<file path="src/sv/ccw_pkg.sv">
// shared types and constants for the text console cell writer
package ccw_pkg;

    localparam int DEF_COLUMNS   = 80;
    localparam int DEF_ROWS      = 25;
    localparam int DEF_TAB_WIDTH = 8;

    localparam int CELL_W       = 16;
    localparam int FIELD_ADDR_W = 11;

    localparam logic [7:0] ATTR_RESET     = 8'h0F;
    localparam logic [7:0] CHAR_BLANK     = 8'h20;
    localparam logic [7:0] CHAR_BACKSPACE = 8'h08;
    localparam logic [7:0] CHAR_TAB       = 8'h09;
    localparam logic [7:0] CHAR_NEWLINE   = 8'h0A;
    localparam logic [7:0] CHAR_LAST      = 8'h7F;

    localparam logic [1:0] REQ_PUT   = 2'd0;
    localparam logic [1:0] REQ_CLEAR = 2'd1;
    localparam logic [1:0] REQ_READ  = 2'd2;

    typedef struct packed {
        logic       put;
        logic       home;
        logic [7:0] ch;
    } cursor_cmd_t;

    typedef struct packed {
        logic [FIELD_ADDR_W-1:0] cursor_offset;
        logic                    cell_written;
        logic [FIELD_ADDR_W-1:0] write_address;
        logic [CELL_W-1:0]       write_value;
        logic [CELL_W-1:0]       read_value;
    } result_t;

endpackage

</file>
<file path="src/sv/ccw_cursor.sv">
// cursor state and put-character interpretation
module ccw_cursor
    import ccw_pkg::*;
#(
    parameter int COLUMNS   = DEF_COLUMNS,
    parameter int ROWS      = DEF_ROWS,
    parameter int TAB_WIDTH = DEF_TAB_WIDTH,
    parameter int ADDR_W    = $clog2(ROWS * COLUMNS)
)
(
    input  logic                    clk,
    input  logic                    rst_n,
    input  cursor_cmd_t             cmd,
    input  logic [7:0]              attr,
    output logic                    cell_we,
    output logic [ADDR_W-1:0]       cell_addr,
    output logic [CELL_W-1:0]       cell_value,
    output logic [FIELD_ADDR_W-1:0] write_address,
    output logic [FIELD_ADDR_W-1:0] offset
);

    localparam int COL_W = $clog2(COLUMNS);
    localparam int ROW_W = (ROWS > 1) ? $clog2(ROWS) : 1;
    localparam int PH_W  = $clog2(TAB_WIDTH);
    localparam int TAB_W = COL_W + 5;
    localparam int OFF_W = (ADDR_W > FIELD_ADDR_W) ? ADDR_W : FIELD_ADDR_W;
    localparam logic [PH_W-1:0] LAST_COL_PHASE = PH_W'((COLUMNS - 1) % TAB_WIDTH);

    logic [COL_W-1:0] col_reg, col_next;
    logic [ROW_W-1:0] row_reg, row_next;
    logic [PH_W-1:0]  phase_reg, phase_next;

    logic [ROW_W-1:0]  row_adv;
    logic [TAB_W-1:0]  tab_col;
    logic [COL_W-1:0]  wcol;
    logic [7:0]        wchar;
    logic              we;
    logic              new_row;
    logic [ADDR_W-1:0] lin_w;
    logic [ADDR_W-1:0] lin_n;
    logic [OFF_W-1:0]  lin_w_ext;
    logic [OFF_W-1:0]  lin_n_ext;

    assign row_adv = (row_reg < ROW_W'(ROWS - 1)) ? row_reg + 1'b1 : row_reg;
    assign tab_col = TAB_W'(col_reg) - TAB_W'(phase_reg) + TAB_W'(TAB_WIDTH);

    always_comb
    begin
        col_next   = col_reg;
        row_next   = row_reg;
        phase_next = phase_reg;
        we         = 1'b0;
        wcol       = col_reg;
        wchar      = CHAR_BLANK;
        new_row    = 1'b0;
        if (cmd.home)
        begin
            col_next   = '0;
            row_next   = '0;
            phase_next = '0;
        end
        else if (cmd.put)
        begin
            case (cmd.ch)
                CHAR_BACKSPACE:
                begin
                    if (col_reg == '0)
                    begin
                        // wrap to the end of the previous row (held at the top row), nothing blanked
                        col_next   = COL_W'(COLUMNS - 1);
                        phase_next = LAST_COL_PHASE;
                        if (row_reg != '0)
                        begin
                            row_next = row_reg - 1'b1;
                        end
                    end
                    else
                    begin
                        col_next   = col_reg - 1'b1;
                        phase_next = (phase_reg == '0) ? PH_W'(TAB_WIDTH - 1)
                                                       : phase_reg - 1'b1;
                        we         = 1'b1;
                        wcol       = col_reg - 1'b1;
                    end
                end
                CHAR_TAB:
                begin
                    if (tab_col >= TAB_W'(COLUMNS))
                    begin
                        new_row = 1'b1;
                    end
                    else
                    begin
                        col_next   = tab_col[COL_W-1:0];
                        phase_next = '0;
                    end
                end
                CHAR_NEWLINE:
                begin
                    new_row = 1'b1;
                end
                default:
                begin
                    if (cmd.ch >= CHAR_BLANK && cmd.ch <= CHAR_LAST)
                    begin
                        we    = 1'b1;
                        wchar = cmd.ch;
                        if (col_reg == COL_W'(COLUMNS - 1))
                        begin
                            new_row = 1'b1;
                        end
                        else
                        begin
                            col_next   = col_reg + 1'b1;
                            phase_next = (phase_reg == PH_W'(TAB_WIDTH - 1)) ? '0
                                                                             : phase_reg + 1'b1;
                        end
                    end
                end
            endcase
            if (new_row)
            begin
                col_next   = '0;
                phase_next = '0;
                row_next   = row_adv;
            end
        end
    end

    always_ff @(posedge clk or negedge rst_n)
    begin
        if (!rst_n)
        begin
            col_reg   <= '0;
            row_reg   <= '0;
            phase_reg <= '0;
        end
        else
        begin
            col_reg   <= col_next;
            row_reg   <= row_next;
            phase_reg <= phase_next;
        end
    end

    // linear index, exact modulo the address width since it stays below the cell count
    assign lin_w = ADDR_W'(row_reg) * ADDR_W'(COLUMNS) + ADDR_W'(wcol);
    assign lin_n = ADDR_W'(row_next) * ADDR_W'(COLUMNS) + ADDR_W'(col_next);

    assign lin_w_ext = OFF_W'(lin_w);
    assign lin_n_ext = OFF_W'(lin_n);

    assign cell_we       = we;
    assign cell_addr     = we ? lin_w : '0;
    assign cell_value    = we ? {attr, wchar} : '0;
    assign write_address = we ? lin_w_ext[FIELD_ADDR_W-1:0] : '0;
    assign offset        = lin_n_ext[FIELD_ADDR_W-1:0];

endmodule

</file>
<file path="config.mk">
export PLATFORM = sky130hd
export DESIGN_NAME = ccw_cursor
export DESIGN_NICKNAME = d
export VERILOG_FILES = /design/src/sv/ccw_pkg.sv /design/src/sv/ccw_cursor.sv
export SDC_FILE = /design/constraint.sdc
export NUM_CORES = 1
export LEC_CHECK = 0
export BUFFER_PORTS_ARGS = -buffer_cell sky130_fd_sc_hd__buf_4
export CAP_MARGIN = 20
export CORE_ASPECT_RATIO = 1.4
export CORE_UTILIZATION = 56
export DETAILED_ROUTE_END_ITERATION = 6
export PLACE_DENSITY = 0.82
export SLEW_MARGIN = 20
export SYNTH_ARGS = -nofsm -noshare
export SYNTH_HDL_FRONTEND = slang
export SYNTH_SLANG_ARGS = --single-unit
</file>
<file path="constraint.sdc">
create_clock -name clk -period 7.1 [get_ports clk]
set_input_delay 0.355 -clock clk [delete_from_list [all_inputs] [get_ports clk]]
set_output_delay 0.355 -clock clk [all_outputs]
set_load 0.02 [all_outputs]
</file>
* Yosys cells after proc, flatten, opt, wreduce, memory -nomap -nowiden
Cells that the tools add are included.
Word-level totals: bits in registers 15, bits in latches 0, memory bits (writable) 0, memory bits (read-only) 0, input port bits 20, word-level logic and storage cells 82, memories 0
Operators by class: add/sub/neg operators 10, multipliers 2, divide/modulo/power cells 0, magnitude comparators 4, equal/unequal tests 8, shifts and indexed selects 0, mux-type cells 46, bitwise logic cells 0, reductions and logical operators 9
Operators by type and width (count):
- $mux 7 | 11
- $mux 5 | 7
- $mux 8 | 4
- $mux 3 | 9
- $eq 8x4->1 const B | 3
- $add 11x7->11 | 2
- $pmux 7 s3 | 1
- $mux 16 | 1
- $mul 5x3->7 const B | 2
- $ge 12x7->1 const B | 1
- $mux 11 | 1
- $reduce_bool 5->1 | 2
- $add 8x5->9 const B | 1
- $mux 1 | 9
- $pmux 3 s3 | 1
- $ge 8x6->1 const B | 1
- $le 8x7->1 const B | 1
- $sub 7x3->8 | 1
- $add 7x1->7 const B | 1
- $eq 7x7->1 const B | 1
- $logic_not 7->1 | 1
- $sub 7x1->7 const B | 1
- $add 5x1->5 const B | 1
- $lt 5x5->1 const B | 1
- other kinds (15) | 15

* Depth between registers and ports, before layout
Gate-level depths: netlist of the first run.
depth in word-level cells 12, mapped depth 25

* Worst setup path after synthesis of the first run
Ideal clock, no wire load.
kind reg2out, start register col_reg[0], end output port offset[10], arrival time 5.484 ns, data required time 6.745 ns, slack 1.261 ns, stages on the path, launching flop included 24, cell sequence dfrtp_1 clkbuf_1 inv_1 ha_1 inv_1 fa_1 a211o_1 xnor2_1 ha_1 a22oi_1 o311a_1 o2111ai_2 a41o_2 and4_1 a21oi_1 mux2_2 ha_1 ha_1 inv_1 fa_1 or2_2 a211oi_1 nor2_1 xnor2_1
On the way: word-level cells in the longest chain between the ends 12, elaborated cells on any way between the ends 28, classes of those cells add/sub: 5; mul: 1; order compare: 1; eq/ne: 1; mux: 19; reduce/logical: 1
RTL lines:
- from (decl) | RTL line ccw_cursor.sv:29 | logic [COL_W-1:0] col_reg, col_next;
- from (signal assigned) | RTL line ccw_cursor.sv:140 | col_reg <= col_next;
- $sub 7x3->8 | RTL line ccw_cursor.sv:45 | assign tab_col = TAB_W'(col_reg) - TAB_W'(phase_reg) + TAB_W'(TAB_WIDTH);
- $add 8x5->9 | RTL line ccw_cursor.sv:45
- $ge 12x7->1 | RTL line ccw_cursor.sv:88 | if (tab_col >= TAB_W'(COLUMNS))
- $mux 1 | RTL line ccw_cursor.sv:88
- $pmux 1 s3 | RTL line ccw_cursor.sv:64 | case (cmd.ch)
- $mux 1 | RTL line ccw_cursor.sv:62 | else if (cmd.put)
- $mux 1 | RTL line ccw_cursor.sv:56 | if (cmd.home)
- $mux 5 * | RTL line ccw_cursor.sv:121 | if (new_row)
- $mux 5 * | RTL line ccw_cursor.sv:62
- $mux 5 * | RTL line ccw_cursor.sv:56
- named net row_next[0] | RTL line ccw_cursor.sv:30 | logic [ROW_W-1:0] row_reg, row_next;
- $mul 5x3->7 * | RTL line ccw_cursor.sv:148 | assign lin_n = ADDR_W'(row_next) * ADDR_W'(COLUMNS) + ADDR_W'(col_next);
- $add 11x7->11 * | RTL line ccw_cursor.sv:148
- to (decl) | RTL line ccw_cursor.sv:19 | output logic [FIELD_ADDR_W-1:0] offset
The timed path passes the listed nets; every way through them passes the cells marked *. The select of a mux whose other input is x is not followed.

* Worst setup path in the final report of the first run
Ends and elaborated chain as after synthesis.

==> results of run 1 <==
where the power goes:
part,internal [mW],switching [mW]
registers,0.0877,0.00717
logic,0.0562,0.0822
clock network,0.0397,0.0273
worst max-delay path, stage by stage, from the launching register on:
cell	delay (ns)
dfrtp_1	0.50
inv_1	0.15
ha_1	0.20
inv_1	0.06
fa_1	0.50
a211o_1	0.35
xnor2_1	0.14
ha_1	0.40
a22oi_1	0.12
o311a_1	0.16
o2111ai_2	0.26
a41o_2	0.32
nand2_4	0.10
or4_1	0.54
nand3_1	0.17
ha_1	0.26
ha_1	0.22
inv_1	0.07
fa_1	0.45
or2_2	0.33
a21oi_1	0.12
a211oi_1	0.07
nor2_1	0.12
xnor2_1	0.13
buf_4	0.16
routing by layer:
layer,share of wire [%],vias up,global-route usage [%],routed length [um]
met5,0,-,0,0
met4,3.0,0,12.6,261
met3,5.8,23,2.66,504
met2,53,153,52.3,4570
met1,38,1560,35.4,3330
li1,-,1566,-,-
how the worst max path moves through the flow:
stage	from	endpoint	cells after the start
after floorplan	col_reg[0]	offset[10]	23
after global placement	col_reg[0]	offset[10]	24
after detailed placement	col_reg[0]	offset[10]	24
after CTS	col_reg[0]	offset[10]	24
after global routing	col_reg[0]	offset[10]	23
final	col_reg[0]	offset[10]	24
cell type report:
cell class / count / area [um^2] / share of cell area, %
multi-input cells: 343 / 2400 / 68.3
inverters: 20 / 75.1 / 2.14
repair buffers: 71 / 536 / 15.2
flip-flops and latches: 15 / 375 / 10.7
well taps: 66 / 82.6 / 2.35
clock buffers: 4 / 45.0 / 1.28
cells in the final DEF, fill, tap and decap left out, drive strengths merged, types with 6 or more instances in the layout:
cell type,instances
nand2,36
nor3,12
inv,20
a21oi,28
ha,31
dfrtp,15
or3,6
a211oi,8
xnor2,12
and3,6
a21o,7
nor2,49
buf,70
o21ai,16
xor2,9
and2,13
nand3,20
cell families after synthesis:
| logic type | after synthesis |
|---|---|
| other cells | 1 |
| flops | 15 |
| buf+inv | 63 |
| xor+xnor | 21 |
| fa+ha+maj | 36 |
| simple gates | 175 |
| mux | 8 |
| compound gates | 102 |
timing repair:
| item | CTS | global route |
|---|---|---|
| endpoints found under the hold margin | 15 | 0 |
| resized for setup | 0 | 0 |
| hold buffers | 1 | 0 |
| endpoints found under the setup margin | 0 | 0 |
==> flow_summary_export.csv, run 1 <==
group,metric,value,unit
yosys,yosysWarningCount,0,
place,port_buffers,68,
power,p_leak,1.69,nW
cts,cts_buffers,3,
hold_path,min_from,"cmd[8]",
timing,setup_slack,0.582,ns
routing,first_iter_violations,301,
setup_path,cp.required,6.74,ns
setup_path,criticalPathCategory,"register to output port",
cts,postCtsSetupRepairBufs,0,
power,power,0.300,mW
routing,first_pass_iters,5,
finish,diodes,0,
yosys,syn_nets,477,
timing,worst_pin_slew,0.752,ns
routing,vias_per_cell,6.36,
yosys,syn_avg_cell_area,7.36,um^2
yosys,synth_common_cells,"nor2_1, nand2_1, ha_1, a21oi_1",
routing,wl,8670,um
setup_path,worstPathArrival,6.16,ns
power,ir_worst_vdd,0.103,mV
place,dp_slack,0.942,ns
routing,wl_per_cell,16.7,um
finish,fillCellCount,453,
setup_path,r2r_cells,14,
power,powerDensity,85.4,nW/um^2
floorplan,start_util,59.2,%
place,dp_hpwl,6790,um
cts,clock-sinks,15,
global_routing,grt_pass1_wl,14100,um
yosys,synth-seq-cells,15,
finish,design_area,3520,um^2
yosys,ys_types,69,
floorplan,die_w,64.9,um
run,maxCapViolCount,0,
timing,relSlewSlack,49.9,%
yosys,ys_async_sr_fraction,100,%
timing,fin_crit,6.52,ns
yosys,synth-main-ff-cell,"dfrtp_1",
yosys,synth_top_family_by_area,"simple AND/OR/NAND/NOR gates",
setup_path,rrSetupSlack,2.90,ns
yosys,yosysTopAreaCell,"ha_1",
global_routing,antenna_found_initial,0,
cts,clk_latency,0.25,ns
timing,skew,0.00696,ns
timing,drv_slew,0,
yosys,synth_edf_count,0,
finish,fin_cells,519,
finish,nets,510,
cts,cts_buffer_depth,2,
routing,ant_nets,0,
place,routabilityCongestion,0.922,
run_status,outcome,"completed",
timing,setup_viol,0,
finish,largest_reg_flops,7,
finish,final_util,67.1,%
cts,cts-root-buf,"clkbuf_8",
yosys,yosysMostFrequentCell,"nor2_1",
floorplan,io_pins,70,
global_routing,first_global_vias,3071,
yosys,netlist_area,3100,um^2
floorplan,num_rows,31,
setup_path,r2r-end,"col_reg[1]",
yosys,synth_mux_area_share,2.75,%
cts,path_clk_slew,0.06,ns
yosys,yosys.area_share.adder,15.8,%
setup_path,crit_fanout,10,
hold_path,hold_path.class,"primary input to register",
global_routing,grt_usage,29.6,%
yosys,yosys-top-cells-area,"ha_1, dfrtp_1, nor2_1",
floorplan,dieArea,5840,um^2
yosys,synthSimpleGateAreaFrac,30.1,%
setup_path,r2r-start,"col_reg[0]",
floorplan,die_y,90.0,um
yosys,ys_seq_area_share,12.1,%
yosys,synth_xor_area_share,5.94,%
cts,htreeDepth,1,
timing,timing_hold_violations_final,0,
place,post_dp_cell_area,3460,um^2
yosys,synth_compound_area_share,22.9,%
yosys,syn_inst,421,
hold_path,whs_path_depth,2,
setup_path,cp-end-kind,"output port",
yosys,synth_top_area_share,12.5,%
routing,route.detailed.drc,0,
floorplan,core-area,5240,um^2
timing,fmax,153,MHz
setup_path,worstSetupStartpointType,"register",
routing,vias,3302,
timing,period_share,91.8,%
timing,rsz0062_at_grt,"false",
cts,cts_tree,"done",
finish,area_growth,13.5,%
global_routing,grt-ovfl-total,0,
timing,whs,0.408,ns
place,dp_cells,514,
finish,drive_gt1_share,20.3,%
hold_path,hold_path_end,"col_reg[4]",
timing,fin_tns_setup,0,ns
global_routing,grt_max_degree,25,
Note: power is estimated with default switching activity, not from simulation.
==> run 2: changes to the inputs <==
--- a/config.mk
+++ b/config.mk
@@ -7,10 +7,13 @@
 export LEC_CHECK = 0
 export BUFFER_PORTS_ARGS = -buffer_cell sky130_fd_sc_hd__buf_4
 export CAP_MARGIN = 20
+export CELL_PAD_IN_SITES_DETAIL_PLACEMENT = 0
+export CELL_PAD_IN_SITES_GLOBAL_PLACEMENT = 1
 export CORE_ASPECT_RATIO = 1.4
-export CORE_UTILIZATION = 56
+export CORE_UTILIZATION = 40
 export DETAILED_ROUTE_END_ITERATION = 6
-export PLACE_DENSITY = 0.82
+export PLACE_DENSITY_LB_ADDON = 0.1
+export REMOVE_ABC_BUFFERS = 1
 export SLEW_MARGIN = 20
 export SYNTH_ARGS = -nofsm -noshare
 export SYNTH_HDL_FRONTEND = slang
==> run 2 against run 1 <==
Against the previous run:
- first-iteration DRC count is 39% lower
- critical endpoint unchanged
- sequential cell count stayed put
- die area is 39% higher
- core utilization is 19 points lower
==> flow_summary_export.csv, run 2 (synthesized netlist as in run 1, its figures left out) <==
group,metric,value,unit
place,routabilityCongestion,0.834,
finish,drive_gt1_share,20.3,%
finish,fillCellCount,780,
global_routing,first_global_vias,3034,
cts,clock-sinks,15,
finish,final_common_cell,"buf_4",
cts,clk_latency,0.24,ns
power,powerDensity,84.9,nW/um^2
finish,largest_reg_flops,7,
timing,timing_hold_violations_final,0,
power,seqPwrFrac,31.7,%
power,p_clk_share,22.0,%
floorplan,io_pins,70,
cts,cts-root-buf,"clkbuf_8",
cts,postCtsSetupRepairBufs,0,
finish,nets,510,
setup_path,cp-end-kind,"output port",
routing,vias_per_cell,5.84,
routing,vias,3213,
routing,wl_per_cell,16.7,um
run_status,outcome,"completed",
routing,route.detailed.drc,0,
cts,cts_buffer_depth,2,
floorplan,dieArea,8110,um^2
routing,first_iter_violations,183,
power,switching_share,39.1,%
global_routing,grt_max_degree,25,
timing,period_share,91.6,%
global_routing,grt_usage,22.6,%
timing,rsz0062_at_grt,"false",
routing,first_pass_iters,4,
power,p_leak,1.69,nW
cts,cts_hold_buf,1,
cts,cts_tree,"done",
timing,drv_slew,0,
place,port_buffers,68,
timing,whs,0.433,ns
hold_path,hold_path.class,"primary input to register",
place,post_dp_cell_area,3500,um^2
power,combPwrFrac,46.4,%
cts,cts_resized,0,
global_routing,antenna_found_initial,0,
setup_path,worstSetupStartpointType,"register",
setup_path,worstPathArrival,6.15,ns
finish,diodes,0,
power,ir_worst_vdd,0.0630,mV
setup_path,criticalPathCategory,"register to output port",
power,power,0.302,mW
global_routing,grt_pass1_wl,14900,um
timing,worst_pin_slew,0.821,ns
setup_path,crit_fanout,10,
place,dp_slack,0.917,ns
finish,most-common-layout-cells,"buf_4, nor2_1, nand2_1, ha_1, a21oi_1",
power,power.switching,0.118,mW
timing,setup_viol,0,
floorplan,die_y,106,um
setup_path,cp.required,6.74,ns
timing,relSlewSlack,45.3,%
cts,cts_buffers,3,
timing,fin_crit,6.50,ns
timing,setup_slack,0.595,ns
floorplan,core-area,7410,um^2
setup_path,startpoint,"col_reg[0]",
timing,fin_tns_setup,0,ns
global_routing,grt-ovfl-total,0,
finish,design_area,3550,um^2
cts,path_clk_slew,0.06,ns
floorplan,start_util,41.8,%
cts,htreeDepth,1,
routing,ant_nets,0,
place,dp_hpwl,7240,um
setup_path,r2r-start,"col_reg[0]",
power,p_int,0.184,mW
run,maxCapViolCount,0,
floorplan,die_w,76.4,um
timing,skew,0.00148,ns
hold_path,min_from,"cmd[8]",
finish,area_growth,14.7,%
floorplan,num_rows,37,
timing,fmax,154,MHz
routing,wl,9190,um
-- run 2: critical path, cell delays in order, from the launching register on --
cell,delay (ns)
dfrtp_1,0.51
inv_1,0.16
ha_1,0.19
inv_1,0.06
fa_1,0.49
a211o_1,0.35
xnor2_1,0.14
ha_1,0.43
a22oi_1,0.12
o311a_1,0.16
o2111ai_2,0.26
a41o_2,0.32
nand2_4,0.11
or4_1,0.54
nand3_1,0.16
ha_1,0.26
ha_1,0.22
inv_1,0.07
fa_1,0.45
or2_2,0.33
a21oi_1,0.13
a211oi_1,0.07
nor2_1,0.12
xnor2_1,0.13
buf_4,0.16
-- run 2: area by class of cell --
type	count	area [um^2]	area share [%]
clock buffers	4	45.0	1.27
inverters	20	75.1	2.11
multi-input cells	343	2400	67.6
flip-flops and latches	15	375	10.6
well taps	97	121	3.41
repair buffers	71	536	15.1
-- run 2: path summary, 6_finish.rpt --
kind	to	slack, ns	cells past startpoint
min in group asynchronous	phase_reg[1]	0.51	2
max in group asynchronous	col_reg[4]	6.42	2
worst max register to register	col_reg[5]	2.90	14
worst max-delay path	offset[10]	0.60	24
worst min-delay path	col_reg[1]	0.43	2
worst min register to register	phase_reg[1]	0.54	1
-- run 2: power groups by stage --
| stage | registers (mW) | clock network, mW | logic, mW |
|---|---|---|---|
| CTS | 0.0954 | 0.0685 | 0.139 |
| floorplan | 0.0943 | 0 | 0.0918 |
| detailed placement | 0.0969 | 0 | 0.137 |
| global route | 0.0958 | 0.0740 | 0.154 |
| global placement | 0.0967 | 0 | 0.137 |
| finish | 0.0955 | 0.0663 | 0.140 |
-- run 2: routing by layer --
layer / routed length, um / track usage, % / vias up
met5: 0 / 0 / -
met4: 231 / 7.69 / 0
met3: 349 / 2.49 / 18
met2: 4860 / 41.8 / 91
met1: 3750 / 26.8 / 1540
li1: - / - / 1564
-- run 2: stage by stage --
stage	instances	util, %
6_report	550	48.0
3_5_place_dp	545	47.2
2_1_floorplan	378	-
3_3_place_gp	545	47.2
4_1_cts	550	48.0
5_1_grt	550	48.0
==> run 3: changes to the inputs <==
--- a/config.mk
+++ b/config.mk
@@ -13,6 +13,7 @@
 export CORE_UTILIZATION = 40
 export DETAILED_ROUTE_END_ITERATION = 6
 export PLACE_DENSITY_LB_ADDON = 0.1
+export RECOVER_POWER = 25
 export REMOVE_ABC_BUFFERS = 1
 export SLEW_MARGIN = 20
 export SYNTH_ARGS = -nofsm -noshare
==> run 3 against run 2 <==
Against the previous run:
- sequential power about the same
- critical endpoint unchanged
- wire length down 0.24%
- worst hold slack about the same
- largest power group unchanged
- critical path depth unchanged
- first-iteration DRC count shrank 0.55%
- global-route usage unchanged
- core utilization decreased by 0.25 points
- setup slack gained 0.0022 ns
- maximum frequency barely moved
- sequential cell count did not move
==> flow_summary_export.csv, run 3 (synthesized netlist as in run 1, its figures left out) <==
group,metric,value,unit
cts,clk_latency,0.24,ns
floorplan,dieArea,8110,um^2
floorplan,start_util,41.8,%
place,routabilityCongestion,0.834,
routing,vias_per_cell,5.85,
finish,final_util,47.7,%
cts,htreeDepth,1,
power,ir_worst_vdd,0.0630,mV
global_routing,grt_max_degree,25,
finish,fillCellCount,784,
run_status,outcome,"completed",
timing,worst_pin_slew,0.843,ns
setup_path,criticalPathCategory,"register to output port",
cts,postCtsSetupRepairBufs,0,
finish,final_common_cell,"buf_4",
power,p_leak,1.67,nW
floorplan,core-area,7410,um^2
routing,route.detailed.drc,0,
floorplan,io_pins,70,
timing,skew,0.00155,ns
global_routing,first_global_vias,3034,
routing,vias,3217,
timing,timing_hold_violations_final,0,
finish,drive_gt1_share,19.2,%
timing,whs,0.433,ns
setup_path,cp-end-kind,"output port",
timing,rsz0062_at_grt,"false",
routing,wl_per_cell,16.7,um
floorplan,die_y,106,um
cts,cts_buffer_depth,2,
timing,drv_slew,0,
run,maxCapViolCount,0,
setup_path,crit_fanout,10,
routing,wl,9170,um
place,post_dp_cell_area,3500,um^2
power,powerDensity,85.0,nW/um^2
finish,largest_reg_flops,7,
routing,first_iter_violations,182,
cts,path_clk_slew,0.06,ns
timing,period_share,91.6,%
floorplan,num_rows,37,
global_routing,grt_pass1_wl,14900,um
place,dp_cells,545,
finish,nets,510,
place,port_buffers,68,
timing,setup_viol,0,
timing,fin_crit,6.50,ns
cts,cts_buffers,3,
finish,diodes,0,
global_routing,grt_usage,22.6,%
cts,clock-sinks,15,
floorplan,die_w,76.4,um
timing,fin_tns_setup,0,ns
finish,fin_cells,550,
place,dp_hpwl,7240,um
cts,cts_tree,"done",
hold_path,hold_path.class,"primary input to register",
timing,relSlewSlack,43.8,%
routing,ant_nets,0,
finish,most-common-layout-cells,"buf_4, nor2_1, nand2_1, ha_1, a21oi_1",
global_routing,grt-ovfl-total,0,
global_routing,antenna_found_initial,0,
setup_path,cp.required,6.74,ns
finish,area_growth,14.1,%
cts,cts-root-buf,"clkbuf_8",
timing,fmax,154,MHz
setup_path,worstSetupStartpointType,"register",
setup_path,worstPathArrival,6.15,ns
routing,first_pass_iters,5,
finish,design_area,3540,um^2
run 3: cell types whose count changed in the layout (fill, tap and decap cells not counted), sizes merged:
cell    change
clkbuf      +5
buf         -5
run 3: power by group:
| part | internal (mW) | switching (mW) |
|---|---|---|
| Combinational | 0.0556 | 0.0833 |
| Clock | 0.0396 | 0.0267 |
| Sequential | 0.0877 | 0.00777 |
run 3: final timing paths:
path	from	slack, ns	endpoint	depth (start not counted)
max in group asynchronous	rst_n	5.85	phase_reg[2]	2
min in group asynchronous	rst_n	0.73	phase_reg[1]	2
worst min register to register	phase_reg[1]	0.54	phase_reg[1]	1
worst min-delay path	cmd[8]	0.43	col_reg[1]	2
worst max register to register	col_reg[0]	2.90	col_reg[5]	14
worst max-delay path	col_reg[0]	0.60	offset[10]	24
run 3: stage by stage:
step	power, mW	worst slack [ns]
detailed placement	0.234	0.917
CTS	0.303	0.622
global route	0.323	0.268
global placement	0.234	1.04
floorplan	0.186	1.35
finish	0.301	0.597
run 3: repair_timing:
action / CTS / global route
hold endpoints to repair: 15 / 0
hold buffers: 1 / 0
endpoints found under the setup margin: 0 / 0
gates resized for setup: 0 / 0
run 3: critical path, stage by stage, from the launching register on:
cell	delay, ns
dfrtp_1	0.51
inv_1	0.16
ha_1	0.19
inv_1	0.06
fa_1	0.49
a211o_1	0.35
xnor2_1	0.14
ha_1	0.43
a22oi_1	0.12
o311a_1	0.16
o2111ai_2	0.26
a41o_2	0.32
nand2_4	0.11
or4_1	0.54
nand3_1	0.16
ha_1	0.26
ha_1	0.22
inv_1	0.07
fa_1	0.45
or2_2	0.33
a21oi_1	0.13
a211oi_1	0.07
nor2_1	0.12
xnor2_1	0.13
buf_4	0.16
run 3: per-layer routing:
metal / vias up / GRT usage (%) / wire (um) / share of wire, %
li1: 1565 / - / - / -
met1: 1541 / 26.8 / 3730 / 41
met2: 93 / 41.8 / 4840 / 53
met3: 18 / 2.49 / 358 / 3.9
met4: 0 / 7.69 / 231 / 2.5
met5: - / 0 / 0 / 0
run 3: cell type report:
cell class | instances | area, um^2 | area share (%)
Inverter | 20 | 75.1 | 2.12
Timing Repair Buffer | 71 | 517 | 14.6
Clock buffer | 4 | 45.0 | 1.27
Multi-Input combinational cell | 343 | 2400 | 67.9
Sequential cell | 15 | 375 | 10.6
Tap cell | 97 | 121 | 3.43
